<file path="config.mk">
export PLATFORM = sky130hd
export DESIGN_NAME = tx_descriptor_ring
export DESIGN_NICKNAME = d
export VERILOG_FILES = /design/src/hw/rtl/tdr_pkg.sv /design/src/hw/rtl/tdr_own_mem.sv /design/src/hw/rtl/tdr_step_unit.sv /design/src/hw/rtl/tx_descriptor_ring.sv
export SDC_FILE = /design/constraint.sdc
export NUM_CORES = 1
export LEC_CHECK = 0
export ABC_AREA = 1
export BUFFER_PORTS_ARGS = -buffer_cell sky130_fd_sc_hd__buf_2
export CAP_MARGIN = 20
export CORE_ASPECT_RATIO = 0.8
export CORE_MARGIN = 2
export CORE_UTILIZATION = 30
export DETAILED_ROUTE_END_ITERATION = 6
export SLEW_MARGIN = 20
export SYNTH_ARGS = -nofsm -noshare
export SYNTH_HDL_FRONTEND = slang
export SYNTH_SLANG_ARGS = --single-unit
export TNS_END_PERCENT = 1
</file>
<file path="constraint.sdc">
create_clock -name i_clk -period 3.1 [get_ports i_clk]
set_input_delay 0.155 -clock i_clk [delete_from_list [all_inputs] [get_ports i_clk]]
set_output_delay 0.155 -clock i_clk [all_outputs]
set_load 0.02 [all_outputs]
</file>
<file path="src/hw/rtl/tdr_pkg.sv">
// ----------------------------------------------------------------------------
// tdr_pkg
// shared types and codes for the transmit descriptor ring controller
// ----------------------------------------------------------------------------
package tdr_pkg;

    localparam int LEN_W       = 12;
    localparam int SLOT_W      = 6;
    localparam int FREE_W      = 7;
    localparam int KIND_W      = 2;
    localparam int STATUS_W    = 2;
    localparam int WALK_W      = 6;

    localparam logic [LEN_W-1:0]  MIN_LEN_RESET = 12'd60;
    // one walk releases at most this many slots
    localparam logic [WALK_W-1:0] WALK_MAX      = 6'd63;

    localparam logic [KIND_W-1:0] KIND_POST = 2'd0;
    localparam logic [KIND_W-1:0] KIND_DONE = 2'd1;
    localparam logic [KIND_W-1:0] KIND_WALK = 2'd2;

    localparam logic [STATUS_W-1:0] ST_POSTED = 2'd0;
    localparam logic [STATUS_W-1:0] ST_FULL   = 2'd1;
    localparam logic [STATUS_W-1:0] ST_DONE   = 2'd2;
    localparam logic [STATUS_W-1:0] ST_END    = 2'd3;

    typedef enum logic [2:0] {
        S_IDLE,
        S_EXEC,
        S_WALK_RD,
        S_WALK_CHK,
        S_OUT
    } t_state;

endpackage

</file>
<file path="src/hw/rtl/tdr_own_mem.sv">
// ----------------------------------------------------------------------------
// tdr_own_mem
// ownership flag memory, one bit per slot, cleared by a sweep after reset
// ----------------------------------------------------------------------------
module tdr_own_mem #(
    parameter int DEPTH = 64,
    parameter int AW    = 6
) (
    input  logic          i_clk,
    input  logic          i_rst_n,
    input  logic          i_we,
    input  logic [AW-1:0] i_waddr,
    input  logic          i_wdata,
    input  logic [AW-1:0] i_raddr,
    output logic          o_rdata,
    output logic          o_busy
);

    logic          r_mem [DEPTH];
    logic          r_clearing;
    logic [AW-1:0] r_clr_addr;
    logic          r_rdata;

    always_ff @(posedge i_clk) begin
        if (!i_rst_n) begin
            r_clearing <= 1'b1;
            r_clr_addr <= '0;
        end else if (r_clearing) begin
            if (r_clr_addr == AW'(DEPTH - 1)) begin
                r_clearing <= 1'b0;
            end
            r_clr_addr <= r_clr_addr + 1'b1;
        end
    end

    always_ff @(posedge i_clk) begin
        if (r_clearing) begin
            r_mem[r_clr_addr] <= 1'b0;
        end else if (i_we) begin
            r_mem[i_waddr] <= i_wdata;
        end
        r_rdata <= r_mem[i_raddr];
    end

    assign o_rdata = r_rdata;
    assign o_busy  = r_clearing;

endmodule

</file>
<file path="src/hw/rtl/tdr_step_unit.sv">
// ----------------------------------------------------------------------------
// tdr_step_unit
// shared arithmetic: wrapping index advance, free count step, pad compare
// ----------------------------------------------------------------------------
module tdr_step_unit
    import tdr_pkg::*;
#(
    parameter int DEPTH = 64,
    parameter int AW    = 6,
    parameter int CW    = 7
) (
    input  logic [AW-1:0]    i_idx,
    input  logic [CW-1:0]    i_cnt,
    input  logic             i_cnt_up,
    input  logic [LEN_W-1:0] i_len,
    input  logic [LEN_W-1:0] i_min_len,
    output logic [AW-1:0]    o_idx_next,
    output logic [CW-1:0]    o_cnt_next,
    output logic [LEN_W-1:0] o_len_pad
);

    // wrap at the ring end, depth need not be a power of two
    assign o_idx_next = (i_idx == AW'(DEPTH - 1)) ? '0 : i_idx + 1'b1;
    assign o_cnt_next = i_cnt_up ? i_cnt + 1'b1 : i_cnt - 1'b1;
    assign o_len_pad  = (i_len > i_min_len) ? i_len : i_min_len;

endmodule

</file>
<file path="src/hw/rtl/tx_descriptor_ring.sv">
// ----------------------------------------------------------------------------
// tx_descriptor_ring
// transmit descriptor ring controller: post, nic done and completion walk
// ----------------------------------------------------------------------------
// usage
//   input channel: i_in_valid / o_in_stall carry one word (kind, payload
//   length, done slot). the block takes one word at a time and holds
//   o_in_stall high until every result of that word has been delivered.
//   output channel: o_out_valid / i_out_stall carry result words from an
//   output register; a stalled result holds until taken.
//   a post goes through accept, execute and deliver, plus output wait; a
//   nic done is accepted and executed and gives no result. a completion
//   walk goes through execute, then memory read, check and deliver for
//   each released slot, then its end marker; a walk that stops at a slot
//   the nic still owns gives the marker from that slot's check.
//   min_frame_len is written through i_cfg_we / i_cfg_wdata while no word
//   is in flight; the user keeps to that, the block does not enforce it.
//   after reset the ownership memory is swept clear, one slot a cycle; the
//   input stays stalled during the sweep. while the receiver stalls, the
//   block waits with the result held.
// ----------------------------------------------------------------------------
module tx_descriptor_ring
    import tdr_pkg::*;
#(
    parameter int RING_DEPTH = 64
) (
    input  logic                i_clk,
    input  logic                i_rst_n,
    // configuration
    input  logic                i_cfg_we,
    input  logic [LEN_W-1:0]    i_cfg_wdata,
    // input channel
    input  logic                i_in_valid,
    output logic                o_in_stall,
    input  logic [KIND_W-1:0]   i_kind,
    input  logic [LEN_W-1:0]    i_payload_length,
    input  logic [SLOT_W-1:0]   i_done_slot,
    // output channel
    output logic                o_out_valid,
    input  logic                i_out_stall,
    output logic [STATUS_W-1:0] o_status,
    output logic [SLOT_W-1:0]   o_slot,
    output logic [LEN_W-1:0]    o_padded_len,
    output logic                o_end_of_ring,
    output logic [FREE_W-1:0]   o_free_slots,
    output logic                o_last
);

    localparam int AW = $clog2(RING_DEPTH);
    localparam int CW = $clog2(RING_DEPTH + 1);

    // control state
    t_state          r_state, n_state;
    t_state          r_ret, n_ret;
    logic [AW-1:0]   r_prod, n_prod;
    logic [AW-1:0]   r_cons, n_cons;
    logic [CW-1:0]   r_free, n_free;
    logic [WALK_W-1:0] r_walk_n, n_walk_n;
    logic [LEN_W-1:0] r_min_len;
    logic            r_out_valid, n_out_valid;

    // latched input word
    logic [KIND_W-1:0] r_kind;
    logic [LEN_W-1:0]  r_plen;
    logic [SLOT_W-1:0] r_dslot;

    // result register
    logic [STATUS_W-1:0] r_status, n_status;
    logic [AW-1:0]       r_slot, n_slot;
    logic [LEN_W-1:0]    r_flen, n_flen;
    logic                r_end, n_end;
    logic [CW-1:0]       r_free_out, n_free_out;
    logic                r_last, n_last;

    // memory and shared unit hookup
    logic            mem_we;
    logic [AW-1:0]   mem_waddr;
    logic            mem_wdata;
    logic            mem_rdata;
    logic            mem_busy;
    logic [AW-1:0]   step_idx;
    logic            step_up;
    logic [AW-1:0]   step_idx_next;
    logic [CW-1:0]   step_cnt_next;
    logic [LEN_W-1:0] step_len_pad;

    logic            in_accept;
    logic            out_accept;
    logic            dslot_ok;
    logic            ring_full;
    logic            can_walk;

    assign in_accept  = i_in_valid && !o_in_stall;
    assign out_accept = r_out_valid && !i_out_stall;
    assign dslot_ok   = 32'(r_dslot) < RING_DEPTH;
    assign ring_full  = (r_free == '0);
    assign can_walk   = (r_free < CW'(RING_DEPTH)) && (r_walk_n < WALK_MAX);

    // ownership flags, read address follows the consumer index
    tdr_own_mem #(
        .DEPTH (RING_DEPTH),
        .AW    (AW)
    ) u_own_mem (
        .i_clk   (i_clk),
        .i_rst_n (i_rst_n),
        .i_we    (mem_we),
        .i_waddr (mem_waddr),
        .i_wdata (mem_wdata),
        .i_raddr (r_cons),
        .o_rdata (mem_rdata),
        .o_busy  (mem_busy)
    );

    // one index advance and one count step serve both post and walk
    assign step_idx = (r_state == S_WALK_CHK) ? r_cons : r_prod;
    assign step_up  = (r_state == S_WALK_CHK);

    tdr_step_unit #(
        .DEPTH (RING_DEPTH),
        .AW    (AW),
        .CW    (CW)
    ) u_step (
        .i_idx      (step_idx),
        .i_cnt      (r_free),
        .i_cnt_up   (step_up),
        .i_len      (r_plen),
        .i_min_len  (r_min_len),
        .o_idx_next (step_idx_next),
        .o_cnt_next (step_cnt_next),
        .o_len_pad  (step_len_pad)
    );

    always_ff @(posedge i_clk) begin
        if (!i_rst_n) begin
            r_state     <= S_IDLE;
            r_ret       <= S_IDLE;
            r_prod      <= '0;
            r_cons      <= '0;
            r_free      <= CW'(RING_DEPTH);
            r_walk_n    <= '0;
            r_min_len   <= MIN_LEN_RESET;
            r_out_valid <= 1'b0;
        end else begin
            r_state     <= n_state;
            r_ret       <= n_ret;
            r_prod      <= n_prod;
            r_cons      <= n_cons;
            r_free      <= n_free;
            r_walk_n    <= n_walk_n;
            r_out_valid <= n_out_valid;
            if (i_cfg_we) begin
                r_min_len <= i_cfg_wdata;
            end
        end
    end

    // payload registers, no reset
    always_ff @(posedge i_clk) begin
        if (in_accept) begin
            r_kind  <= i_kind;
            r_plen  <= i_payload_length;
            r_dslot <= i_done_slot;
        end
        r_status   <= n_status;
        r_slot     <= n_slot;
        r_flen     <= n_flen;
        r_end      <= n_end;
        r_free_out <= n_free_out;
        r_last     <= n_last;
    end

    always_comb begin
        n_state     = r_state;
        n_ret       = r_ret;
        n_prod      = r_prod;
        n_cons      = r_cons;
        n_free      = r_free;
        n_walk_n    = r_walk_n;
        n_out_valid = r_out_valid;
        n_status    = r_status;
        n_slot      = r_slot;
        n_flen      = r_flen;
        n_end       = r_end;
        n_free_out  = r_free_out;
        n_last      = r_last;
        mem_we      = 1'b0;
        mem_waddr   = r_prod;
        mem_wdata   = 1'b0;

        unique case (r_state)
            S_IDLE: begin
                if (in_accept) begin
                    n_state = S_EXEC;
                end
            end

            S_EXEC: begin
                unique case (r_kind)
                    KIND_POST: begin
                        n_state     = S_OUT;
                        n_ret       = S_IDLE;
                        n_out_valid = 1'b1;
                        n_slot      = r_prod;
                        n_end       = (r_prod == AW'(RING_DEPTH - 1));
                        n_last      = 1'b1;
                        if (ring_full) begin
                            // rejected, no state change
                            n_status   = ST_FULL;
                            n_flen     = '0;
                            n_free_out = '0;
                        end else begin
                            mem_we     = 1'b1;
                            mem_waddr  = r_prod;
                            mem_wdata  = 1'b1;
                            n_prod     = step_idx_next;
                            n_free     = step_cnt_next;
                            n_status   = ST_POSTED;
                            n_flen     = step_len_pad;
                            n_free_out = step_cnt_next;
                        end
                    end
                    KIND_DONE: begin
                        // slots beyond the ring are ignored
                        mem_we    = dslot_ok;
                        mem_waddr = AW'(r_dslot);
                        mem_wdata = 1'b0;
                        n_state   = S_IDLE;
                    end
                    KIND_WALK: begin
                        n_walk_n = '0;
                        n_state  = S_WALK_RD;
                    end
                    default: begin
                        n_state = S_IDLE;
                    end
                endcase
            end

            S_WALK_RD: begin
                // memory read of the consumer slot is in flight
                if (can_walk) begin
                    n_state = S_WALK_CHK;
                end else begin
                    n_state     = S_OUT;
                    n_ret       = S_IDLE;
                    n_out_valid = 1'b1;
                    n_status    = ST_END;
                    n_slot      = r_cons;
                    n_end       = (r_cons == AW'(RING_DEPTH - 1));
                    n_flen      = '0;
                    n_free_out  = r_free;
                    n_last      = 1'b1;
                end
            end

            S_WALK_CHK: begin
                n_state     = S_OUT;
                n_out_valid = 1'b1;
                n_slot      = r_cons;
                n_end       = (r_cons == AW'(RING_DEPTH - 1));
                n_flen      = '0;
                if (mem_rdata) begin
                    // still owned by the nic, walk stops here
                    n_ret      = S_IDLE;
                    n_status   = ST_END;
                    n_free_out = r_free;
                    n_last     = 1'b1;
                end else begin
                    n_ret      = S_WALK_RD;
                    n_status   = ST_DONE;
                    n_cons     = step_idx_next;
                    n_free     = step_cnt_next;
                    n_free_out = step_cnt_next;
                    n_walk_n   = r_walk_n + 1'b1;
                    n_last     = 1'b0;
                end
            end

            S_OUT: begin
                if (out_accept) begin
                    n_out_valid = 1'b0;
                    n_state     = r_ret;
                end
            end

            default: begin
                n_state = S_IDLE;
            end
        endcase
    end

    assign o_in_stall     = (r_state != S_IDLE) || mem_busy;
    assign o_out_valid    = r_out_valid;
    assign o_status       = r_status;
    assign o_slot         = SLOT_W'(r_slot);
    assign o_padded_len   = r_flen;
    assign o_end_of_ring  = r_end;
    assign o_free_slots   = FREE_W'(r_free_out);
    assign o_last         = r_last;

endmodule

</file>
==> load_flow_metrics.sql, run 1 <==
INSERT INTO impl_metrics (metric_group, metric, value, unit) VALUES
('timing', 'timing.slew.headroom', '0.5235', ''),
('floorplanning', 'floorplan.initialDensity', '0.3026', ''),
('cts', 'max-clock-path-buffers', '2', ''),
('place', 'place.port_buffers', '67', ''),
('timing', 'setup_violations', '0', ''),
('synth', 'synth_top_area_frac', '0.4149', ''),
('setup_path', 'startpoint_types', 'flop', ''),
('place', 'placed_cells', '1332', ''),
('global_route', 'gr-total-overflow', '0', ''),
('synth', 'seq_area_frac_synth', '0.5372', ''),
('synth', 'dominantRegCellSynth', 'edfxtp_1', ''),
('timing', 'worst-slew-pin-transition', '710.3', 'ps'),
('finish', 'diodes', '0', ''),
('cts', 'cts.repair.resized', '0', ''),
('timing', 'fin_skew', '11.31', 'ps'),
('power', 'cellPowerDensity', '500.8', 'nW/µm²'),
('floorplanning', 'die_w', '188.6', 'µm'),
('synth', 'post-synth-top-count-cell', 'nand2_1', ''),
('timing', 'timing_max_transition_violations_final', '0', ''),
('drt', 'avgRoutedWirePerCell', '14.44', 'µm'),
('place', 'place_congestion', '0.8437', ''),
('floorplanning', 'design.die.area', '28610', 'µm²'),
('synth', 'yosys_register_bits', '163', ''),
('global_route', 'first_pass_grt_wire_length', '32620', 'µm'),
('finish', 'proportion_of_layout_cells_with_a_drive_suffix_above_1', '0.1667', ''),
('cts', 'htreeDepth', '4', ''),
('drt', 'firstDrtPassIters', '7', ''),
('synth', 'synth_edf_count', '113', ''),
('timing', 'finalCriticalPeriod', '2600', 'ps'),
('global_route', 'globalRouteTotalUtil', '0.1457', ''),
('synth', 'synth_area_per_cell', '8.939', 'µm²'),
('drt', 'route.vias.total', '6575', ''),
('place', 'dp_hpwl', '13860', 'µm'),
('timing', 'final_min_period_over_clock_period', '0.8388', ''),
('drt', 'drt-vias-per-instance', '4.730', ''),
('global_route', 'grt_max_degree', '65', ''),
('cts', 'clock_buffers_created_by_tritoncts', '17', ''),
('floorplanning', 'core_footprint', '27030', 'µm²'),
('setup_path', 'maximum_fanout_count_along_the_critical_path', '12', ''),
('synth', 'netlist_top_cells_count', 'nand2_1 (200), nor2_1 (118), edfxtp_1 (113)', ''),
('floorplanning', 'die_y', '151.7', 'µm'),
('cts', 'worst_setup_hold_path_clk_slew', '70', 'ps'),
('floorplanning', 'num_rows', '54', ''),
('synth', 'syn_area', '8179', 'µm²'),
('finish', 'final_cell_count_no_fill', '1390', ''),
('drt', 'antenna_violating_nets_post_route', '0', ''),
('floorplanning', 'io_pins', '68', ''),
('outcome', 'outcome', 'completed', ''),
('finish', 'finalNetCount', '1072', ''),
('timing', 'fin_tns_setup', '0', 'ps'),
('synth', 'net_count_after_synthesis', '974', ''),
('finish', 'layout-area-overhead-vs-synth', '19.93', '%'),
('power', 'ir_worst_vdd', '0.3928', 'mV'),
('setup_path', 'data_arrival_at_the_endpoint_of_the_critical_path', '2940', 'ps'),
('setup_path', 'req_time_crit_path', '3440', 'ps'),
('drt', 'detail_route.iter0.violations', '584', ''),
('synth', 'yosysWarnings', '0', ''),
('cts', 'root_buffer', 'clkbuf_16', ''),
('cts', 'clk-insertion-delay-late', '430', 'ps'),
('timing', 'final-hold-violation-count', '0', ''),
('hold_path', 'hold_path.class', 'input pin to flop', ''),
('timing', 'hold_slack', '16.28', 'ps'),
('drt', 'final_routed_drc_violation_total', '0', ''),
('global_route', 'grt_pass1_vias', '6306', ''),
('synth', 'netlist_instances', '915', ''),
('cts', 'clock_tree_from_tritoncts', 'done', ''),
('synth', 'synth_top_area_cell', 'edfxtp_1', ''),
('timing', 'rsz0062_at_grt', 'no', ''),
('drt', 'detail_route.wirelength', '20080', 'µm'),
('cts', 'cts_num_sinks', '163', ''),
('setup_path', 'cp-end-kind', 'flop', ''),
('synth', 'synthArstFlopShare', '0', ''),
('global_route', 'antenna_found_initial', '0', ''),
('power', 'p_leak', '0.003993', 'µW'),
('timing', 'max_freq', '0.3846', 'GHz'),
('synth', 'yosys.cell_types.count', '42', ''),
('synth', 'netlist_top_cells_area', 'edfxtp_1 (41%), dfxtp_1 (12%), nand2_1 (9.2%)', ''),
('flow_run', 'timing.max_cap.violations', '0', ''),
('setup_path', 'timing.setup.critical_path_class', 'flop to flop', '');
[final cells by class]
cell class              count  area (µm²)
repair buffers            107       700.7
well taps                 364       455.4
multi-input cells         633        3324
fillers                  2796       17220
clock buffers              19       442.9
clock inverters            13       148.9
flip-flops and latches    163        4394
inverters                  91       342.8
[metrics by stage]
step	instance area (µm²)	worst slack (ps)	utilization	total power [µW]
after floorplan	8179	302.6	-	2690
after global placement	8957	659.5	0.3314	2798
after detailed placement	8957	583.5	0.3314	2805
after CTS	9809	604.9	0.3630	4951
after global routing	9809	212.9	0.3630	5090
final	9809	499.6	0.3630	4913
[repair_timing]
action	in CTS	in global routing
buffers inserted	0	0
setup endpoints to repair	0	0
hold buffers	26	0
endpoints found under the hold margin	26	0
[power by group]
group | leakage [µW] | internal, µW | switching (µW) | total (µW)
Combinational | 0.00231 | 142 | 252 | 394
Sequential | 0.00139 | 2370 | 24.8 | 2390
Clock | 0.000293 | 1220 | 907 | 2130
Total | 0.00399 | 3730 | 1180 | 4910
[critical path, cell delays in order, from the launching register on]
cell and delay (ps):
dfxtp_1 490, nand3_1 450, o21ai_1 520, ha_1 250, inv_1 40, nor2_1 260
nand3b_1 170, nand3_1 130, nand3_1 80, nand2_1 80, inv_1 30
[path summary, 6_finish.rpt]
check	endpoint	depth (start not counted)	from	slack, ps
worst max-delay path	r_cons[5]	10	r_state[0]	500
worst min-delay path	r_min_len[10]	3	i_cfg_wdata[10]	20
worst max register to register	r_cons[5]	10	r_state[0]	500
worst min register to register	r_ret[1]	2	r_ret[1]	470
[logic make-up after synthesis]
group | after synthesis | share of synthesized area
AOI/OAI and AO/OA | 130 | 0.08460
xor gates and xnor gates | 7 | 0.007496
adders and majority gates | 22 | 0.03457
buffers and inverters | 119 | 0.05752
DFF | 163 | 0.5372
and+or+nand+nor | 474 | 0.2786
[layout by cell type, fill, tap and decap left out, drive strengths merged, types with 2 or more instances in the layout]
cell type and n:
nand4 7, dlygate4sd3 26, ha 21, dfxtp 50
a211oi 3, clkinv 12, nor3 6, clkbuf 19
bufinv 2, nor2 129, o21bai 2, nand3b 3
o21ai 66, a21oi 51, inv 90, xor2 6
edfxtp 113, buf 81, nand3 99, nand2 228
[registers in the layout, indices dropped and copies added, names as in the netlist, 7 cells and up]
name / count
u_own_mem.r_mem: 64
o_padded_len: 12
r_min_len: 12
r_plen: 12
o_free_slots: 7
r_free: 7
[per-layer routing]
metal  wire length, µm  track usage
met1              9985       0.1997
met2              8800       0.2305
met3               988      0.03109
met4               301      0.04688
met5                 0            0
(Power assumes the default switching activity.)
==> inputs of run 2 (changes only) <==
--- a/config.mk
+++ b/config.mk
@@ -5,7 +5,7 @@
 export SDC_FILE = /design/constraint.sdc
 export NUM_CORES = 1
 export LEC_CHECK = 0
-export ABC_AREA = 1
+export ABC_AREA = 0
 export BUFFER_PORTS_ARGS = -buffer_cell sky130_fd_sc_hd__buf_2
 export CAP_MARGIN = 20
 export CORE_ASPECT_RATIO = 0.8
==> constraint.sdc (replaced) <==
create_clock -name i_clk -period 2.15 [get_ports i_clk]
set_input_delay 0.1075 -clock i_clk [delete_from_list [all_inputs] [get_ports i_clk]]
set_output_delay 0.1075 -clock i_clk [all_outputs]
set_load 0.02 [all_outputs]
==> run 2 against run 1 <==
Effect of this change: the run now ends with negative setup slack left; via count down 8.4%; clock skew down 1.4 ps; non-clock buffer count up 95; synthesized cell count down 22%; wire length down 2.4%; die area down 1.6%; count of clock-buffer cells in the layout down 2; first-iteration DRC count down 17%; largest cell class unchanged; largest power group unchanged.
==> load_flow_metrics.sql, run 2 <==
INSERT INTO impl_metrics (metric_group, metric, value, unit) VALUES
('global_route', 'grt_max_degree', '65', ''),
('cts', 'clk-insertion-delay-late', '440', 'ps'),
('global_route', 'first_pass_grt_wire_length', '31030', 'µm'),
('synth', 'netlist_instances', '714', ''),
('synth', 'post-synth-top-count-cell', 'edfxtp_1', ''),
('floorplanning', 'io_pins', '68', ''),
('hold_path', 'hold_path.class', 'input pin to flop', ''),
('global_route', 'grt_pass1_vias', '5850', ''),
('setup_path', 'cp_cell_sequence', 'or4b_4 > buf_4 > a211oi_4 > nand2_2 > a2bb2oi_4 > nand2_1 > buf_6 > nor2_1', ''),
('setup_path', 'cp-end-kind', 'flop', ''),
('drt', 'antenna_violating_nets_post_route', '0', ''),
('timing', 'timing_max_transition_violations_final', '0', ''),
('floorplanning', 'core_footprint', '26330', 'µm²'),
('setup_path', 'maximum_fanout_count_along_the_critical_path', '8', ''),
('cts', 'htreeDepth', '4', ''),
('outcome', 'outcome', 'finished with violations', ''),
('timing', 'worst-slew-pin-transition', '694.4', 'ps'),
('finish', 'num-fill-cells', '2532', ''),
('place', 'dp_hpwl', '13750', 'µm'),
('cts', 'worst_setup_hold_path_clk_slew', '70', 'ps'),
('cts', 'clock_buffers_created_by_tritoncts', '17', ''),
('finish', 'layout-area-overhead-vs-synth', '33.45', '%'),
('flow_run', 'timing.max_cap.violations', '0', ''),
('power', 'p_leak', '0.003995', 'µW'),
('synth', 'seq_area_frac_synth', '0.5462', ''),
('timing', 'rsz0062_at_grt', 'yes', ''),
('global_route', 'antenna_found_initial', '0', ''),
('drt', 'route.vias.total', '6022', ''),
('drt', 'avgRoutedWirePerCell', '15.46', 'µm'),
('floorplanning', 'die_w', '187.1', 'µm'),
('setup_path', 'cell_at_the_slowest_stage_of_the_critical_path', 'or4b_4', ''),
('timing', 'max_freq', '0.4245', 'GHz'),
('place', 'place.port_buffers', '67', ''),
('synth', 'dominantRegCellSynth', 'edfxtp_1', ''),
('drt', 'final_routed_drc_violation_total', '0', ''),
('setup_path', 'startpoint_types', 'flop', ''),
('timing', 'timing.final.ws_setup', '-205.9', 'ps'),
('floorplanning', 'design.die.area', '28150', 'µm²'),
('power', 'ir_worst_vdd', '0.5596', 'mV'),
('finish', 'proportion_of_layout_cells_with_a_drive_suffix_above_1', '0.3077', ''),
('drt', 'firstDrtPassIters', '4', ''),
('finish', 'final_cell_count_no_fill', '1267', ''),
('finish', 'largest_reg_flops', '64', ''),
('synth', 'netlist_top_cells_area', 'edfxtp_1 (42%), dfxtp_1 (12%), mux4_2 (4.5%)', ''),
('place', 'placed_cells', '1195', ''),
('drt', 'detail_route.iter0.violations', '483', ''),
('synth', 'netlist_top_cells_count', 'edfxtp_1 (113), nand2_1 (85), nor2_1 (83)', ''),
('timing', 'final_min_period_over_clock_period', '1.096', ''),
('floorplanning', 'num_rows', '53', ''),
('synth', 'yosysWarnings', '0', ''),
('global_route', 'globalRouteTotalUtil', '0.1431', ''),
('setup_path', 'data_arrival_at_the_endpoint_of_the_critical_path', '2500', 'ps'),
('synth', 'synth_top_area_cell', 'edfxtp_1', ''),
('finish', 'final_common_cell', 'edfxtp_1', ''),
('finish', 'largest-register', 'u_own_mem.r_mem', ''),
('global_route', 'gr-total-overflow', '0', ''),
('floorplanning', 'die_y', '150.5', 'µm'),
('place', 'preCtsSetupSlack', '-357.1', 'ps'),
('synth', 'synth_top_area_frac', '0.4218', ''),
('outcome', 'violations_in_the_final_reports', 'negative setup slack', ''),
('drt', 'detail_route.wirelength', '19590', 'µm'),
('synth', 'net_count_after_synthesis', '773', ''),
('synth', 'yosys_register_bits', '163', ''),
('cts', 'max-clock-path-buffers', '2', ''),
('power', 'cellPowerDensity', '630.8', 'nW/µm²'),
('finish', 'finalNetCount', '956', ''),
('drt', 'drt-vias-per-instance', '4.753', ''),
('cts', 'clock_tree_from_tritoncts', 'done', ''),
('synth', 'syn_area', '8045', 'µm²'),
('setup_path', 'critPathMaxStageDelay', '590', 'ps'),
('synth', 'synth_edf_count', '113', ''),
('synth', 'synth_area_per_cell', '11.27', 'µm²'),
('timing', 'final-hold-violation-count', '0', ''),
('floorplanning', 'floorplan.initialDensity', '0.3056', ''),
('timing', 'timing.slew.headroom', '0.5371', ''),
('synth', 'synthArstFlopShare', '0', ''),
('timing', 'setup_violations', '79', ''),
('setup_path', 'req_time_crit_path', '2300', 'ps'),
('cts', 'cts_num_sinks', '163', ''),
('finish', 'diodes', '0', ''),
('setup_path', 'timing.setup.critical_path_class', 'flop to flop', ''),
('cts', 'root_buffer', 'clkbuf_16', ''),
('synth', 'yosys.cell_types.count', '64', ''),
('timing', 'finalCriticalPeriod', '2356', 'ps'),
('timing', 'fin_skew', '9.896', 'ps'),
('finish', 'layout_common_cells', 'edfxtp_1 (113), buf_4 (87), nand2_1 (80)', ''),
('place', 'place_congestion', '0.8114', '');
==> run 2: routing by layer <==
| metal | up-vias | global-route usage | wire, µm |
|---|---|---|---|
| met3 | 17 | 0.03147 | 970 |
| met4 | 0 | 0.05198 | 268 |
| li1 | 2974 | - | - |
| met5 | - | 0 | 0 |
| met1 | 2887 | 0.2041 | 9830 |
| met2 | 144 | 0.2134 | 8516 |
==> run 2: path summary, 6_finish.rpt <==
path                                   from            endpoint  slack [ps]  cells after the start
worst min-delay path            i_out_stall         o_out_valid          30                      4
worst max-delay path             r_state[1]  u_own_mem.r_mem[3]        -210                      8
worst min register to register     r_ret[1]            r_ret[1]         470                      2
worst max register to register   r_state[1]  u_own_mem.r_mem[3]        -210                      8
==> run 2: power breakdown <==
part	leakage (µW)	switching [µW]	total, µW	internal, µW
clock network	0.000288	1350	3090	1740
registers	0.00144	21.7	3370	3350
logic	0.00227	150	314	164
total	0.00400	1520	6770	5260
==> run 2: critical path: cells and delay by family (launching register included) <==
family                 cells  cell delay, ps
AOI/OAI and AO/OA          2             480
DFF                        1             350
buffers and inverters      2             330
and+or+nand+nor            4             900
==> run 2: area by class of cell <==
class | count | area, µm² | share of cell area
Sequential cell | 163 | 4397 | 0.4095
Inverter | 23 | 86.33 | 0.008041
Multi-Input combinational cell | 490 | 3618 | 0.3370
Clock buffer | 17 | 425.4 | 0.03962
Timing Repair Buffer | 202 | 1593 | 0.1484
Tap cell | 357 | 446.7 | 0.04160
Clock inverter | 15 | 170.2 | 0.01585
==> run 2: per-stage QoR <==
step	hold slack [ps]	instance area, µm²	power [µW]	TNS [ps]	utilization
2_1_floorplan	206.4	8065	3580	-18010	-
3_3_place_gp	285.0	9519	3686	-17090	0.3616
3_5_place_dp	285.6	9519	3691	-18830	0.3616
4_1_cts	22.28	10630	6828	-11010	0.4037
5_1_grt	92.42	10740	7002	-17930	0.4078
6_report	33.81	10740	6773	-10940	0.4078
==> run 2: cells by family (layout without fill, tap and decap cells) <==
family | after synthesis | count (layout) | synth area share
buf+inv | 61 | 257 | 0.03204
xor+xnor | 16 | 16 | 0.01742
mux | 42 | 42 | 0.07745
flops | 163 | 163 | 0.5462
simple gates | 290 | 290 | 0.1793
fa+ha+maj | 22 | 22 | 0.03515
compound gates | 120 | 120 | 0.1124
==> run 2: what timing repair did <==
action                     in CTS  in global routing
setup buffers                   6                  1
gates cloned                    1                  0
hold endpoints to repair       32                  0
pin swaps                       5                  9
setup endpoints to repair      93                 95
resized for setup              32                 24
hold buffers                   32                  0
==> inputs of run 3 (changes only) <==
--- a/config.mk
+++ b/config.mk
@@ -12,6 +12,7 @@
 export CORE_MARGIN = 2
 export CORE_UTILIZATION = 30
 export DETAILED_ROUTE_END_ITERATION = 6
+export SKIP_LAST_GASP = 1
 export SLEW_MARGIN = 20
 export SYNTH_ARGS = -nofsm -noshare
 export SYNTH_HDL_FRONTEND = slang
==> run 3 against run 2 <==
Effect of this change: the run still ends with negative setup slack left; non-clock buffer count stayed put; sequential share of layout area grew 0.39 points; die area unchanged; first-iteration DRC count rose by 6.0%; sequential cell count unchanged; via count down 0.35%; clock power is essentially flat; count of clock-buffer cells in the layout unchanged; clock skew rose by 0.76 ps.
==> load_flow_metrics.sql, run 3 (synthesis gave the netlist of run 2 again) <==
INSERT INTO impl_metrics (metric_group, metric, value, unit) VALUES
('cts', 'clock_buffers_created_by_tritoncts', '17', ''),
('cts', 'worst_setup_hold_path_clk_slew', '70', 'ps'),
('setup_path', 'maximum_fanout_count_along_the_critical_path', '12', ''),
('floorplanning', 'die_w', '187.1', 'µm'),
('power', 'switchingPower', '1510', 'µW'),
('cts', 'root_buffer', 'clkbuf_16', ''),
('place', 'dp_hpwl', '13750', 'µm'),
('outcome', 'violations_in_the_final_reports', 'negative setup slack', ''),
('floorplanning', 'io_pins', '68', ''),
('global_route', 'grt_pass1_vias', '5839', ''),
('setup_path', 'critical_path.most_common_cell', 'buf_12', ''),
('global_route', 'first_pass_grt_wire_length', '31010', 'µm'),
('outcome', 'outcome', 'finished with violations', ''),
('cts', 'cts_num_sinks', '163', ''),
('finish', 'final_common_cell', 'edfxtp_1', ''),
('floorplanning', 'floorplan.initialDensity', '0.3056', ''),
('power', 'cellPowerDensity', '636.3', 'nW/µm²'),
('drt', 'final_routed_drc_violation_total', '0', ''),
('place', 'place.port_buffers', '67', ''),
('timing', 'timing.slew.headroom', '0.5376', ''),
('finish', 'largest-register', 'u_own_mem.r_mem', ''),
('drt', 'drt-vias-per-instance', '4.736', ''),
('setup_path', 'req_time_crit_path', '2350', 'ps'),
('cts', 'max-clock-path-buffers', '2', ''),
('finish', 'proportion_of_layout_cells_with_a_drive_suffix_above_1', '0.2912', ''),
('drt', 'firstDrtPassIters', '5', ''),
('global_route', 'globalRouteTotalUtil', '0.1428', ''),
('timing', 'setup_violations', '88', ''),
('cts', 'htreeDepth', '4', ''),
('timing', 'final_min_period_over_clock_period', '1.107', ''),
('power', 'p_leak', '0.003976', 'µW'),
('timing', 'timing_max_transition_violations_final', '0', ''),
('hold_path', 'hold_path.class', 'input pin to flop', ''),
('power', 'ir_worst_vdd', '0.5560', 'mV'),
('timing', 'finalCriticalPeriod', '2380', 'ps'),
('place', 'place_congestion', '0.8114', ''),
('global_route', 'gr-total-overflow', '0', ''),
('floorplanning', 'num_rows', '53', ''),
('floorplanning', 'core_footprint', '26330', 'µm²'),
('drt', 'detail_route.wirelength', '19300', 'µm'),
('power', 'pwr-share-clk', '0.456', ''),
('finish', 'layout-area-overhead-vs-synth', '32.13', '%'),
('timing', 'worst-slew-pin-transition', '693.5', 'ps'),
('setup_path', 'cell_at_the_slowest_stage_of_the_critical_path', 'or4b_4', ''),
('cts', 'clk-insertion-delay-late', '440', 'ps'),
('flow_run', 'timing.max_cap.violations', '0', ''),
('power', 'comb_power_share', '0.045', ''),
('setup_path', 'worstPathBufferInverterCount', '2', ''),
('setup_path', 'timing.critical_path.max_delay_family', 'simple AND/OR/NAND/NOR gates', ''),
('setup_path', 'critPathMaxStageDelay', '590', 'ps'),
('timing', 'hold_slack', '38.52', 'ps'),
('finish', 'layout_common_cells', 'edfxtp_1 (113), buf_4 (91), nand2_1 (82)', ''),
('setup_path', 'timing.setup.critical_path_class', 'flop to flop', ''),
('global_route', 'antenna_found_initial', '0', ''),
('power', 'total_power_of_the_final_layout', '6764', 'µW'),
('global_route', 'grt_max_degree', '65', ''),
('floorplanning', 'die_y', '150.5', 'µm'),
('finish', 'diodes', '0', ''),
('place', 'preCtsSetupSlack', '-357.1', 'ps'),
('drt', 'route.vias.total', '6001', ''),
('setup_path', 'startpoint_types', 'flop', ''),
('setup_path', 'cp-end-kind', 'flop', ''),
('setup_path', 'cp_cell_sequence', 'or4b_4 > nor2_2 > buf_12 > mux2i_4 > nor2b_2 > a21oi_2 > buf_12 > nor2_1', ''),
('timing', 'final-hold-violation-count', '0', ''),
('setup_path', 'data_arrival_at_the_endpoint_of_the_critical_path', '2580', 'ps'),
('drt', 'detail_route.iter0.violations', '512', ''),
('cts', 'clock_tree_from_tritoncts', 'done', ''),
('setup_path', 'r2r_setup_slack', '-230', 'ps'),
('floorplanning', 'design.die.area', '28150', 'µm²'),
('drt', 'avgRoutedWirePerCell', '15.23', 'µm'),
('power', 'power_frac_seq', '0.498', ''),
('power', 'internal_power', '5253', 'µW'),
('finish', 'finalNetCount', '956', ''),
('drt', 'antenna_violating_nets_post_route', '0', ''),
('finish', 'largest_reg_flops', '64', ''),
('timing', 'rsz0062_at_grt', 'yes', ''),
('timing', 'max_freq', '0.4202', 'GHz'),
('power', 'swShare', '0.2233', ''),
('timing', 'fin_skew', '10.65', 'ps'),
('timing', 'timing.final.ws_setup', '-229.7', 'ps');
run 3: cell counts in the layout (fill, tap and decap cells not counted):
Identical to the previous run, type by type.
run 3: through the flow:
step                      area, µm²  TNS [ps]    util  cells
after global placement         9519    -17090  0.3616   1195
after global routing          10630    -24350  0.4038   1267
after detailed placement       9519    -18830  0.3616   1195
final                         10630    -14070  0.4038   1267
after floorplan                8065    -18010       -    714
after CTS                     10600    -13800  0.4027   1266
run 3: final timing paths:
check                            startpoint             endpoint  cells past startpoint
worst min register to register     r_ret[1]             r_ret[1]                      2
worst max-delay path             r_state[1]  u_own_mem.r_mem[28]                      8
worst min-delay path            i_out_stall          o_out_valid                      4
worst max register to register   r_state[1]  u_own_mem.r_mem[28]                      8
run 3: tightest hold or removal path, stage by stage:
cell and delay [ps]:
buf_2 90, o21ai_0 70, o21ai_0 60, and2_1 110
run 3: power groups by stage:
stage,combinational [µW],clock (µW),sequential (µW)
2_1_floorplan,148,0,3430
3_3_place_gp,247,0,3440
3_5_place_dp,251,0,3440
4_1_cts,308,3150,3370
5_1_grt,341,3280,3370
6_report,308,3080,3370
run 3: per-layer routing:
metal | track usage | wire [µm]
met5 | 0 | 0
met4 | 0.05198 | 266
met3 | 0.03147 | 997
met2 | 0.2130 | 8314
met1 | 0.2038 | 9720
run 3: repair_timing:
item                                   4_1_cts  5_1_grt
hold buffers                                32        0
setup endpoints to repair                   93       97
gates cloned                                 1        0
buffers inserted                             6        1
endpoints found under the hold margin       32        0
pin swaps                                    4        3
gates resized for setup                     20        6
run 3: cell type report:
type / instances / area [µm²]
Timing Repair Buffer: 202 / 1578
Inverter: 23 / 86.33
Clock buffer: 17 / 425.4
Fill cell: 2534 / 15700
Tap cell: 357 / 446.7
Sequential cell: 163 / 4394
Clock inverter: 15 / 170.2
Multi-Input combinational cell: 490 / 3530
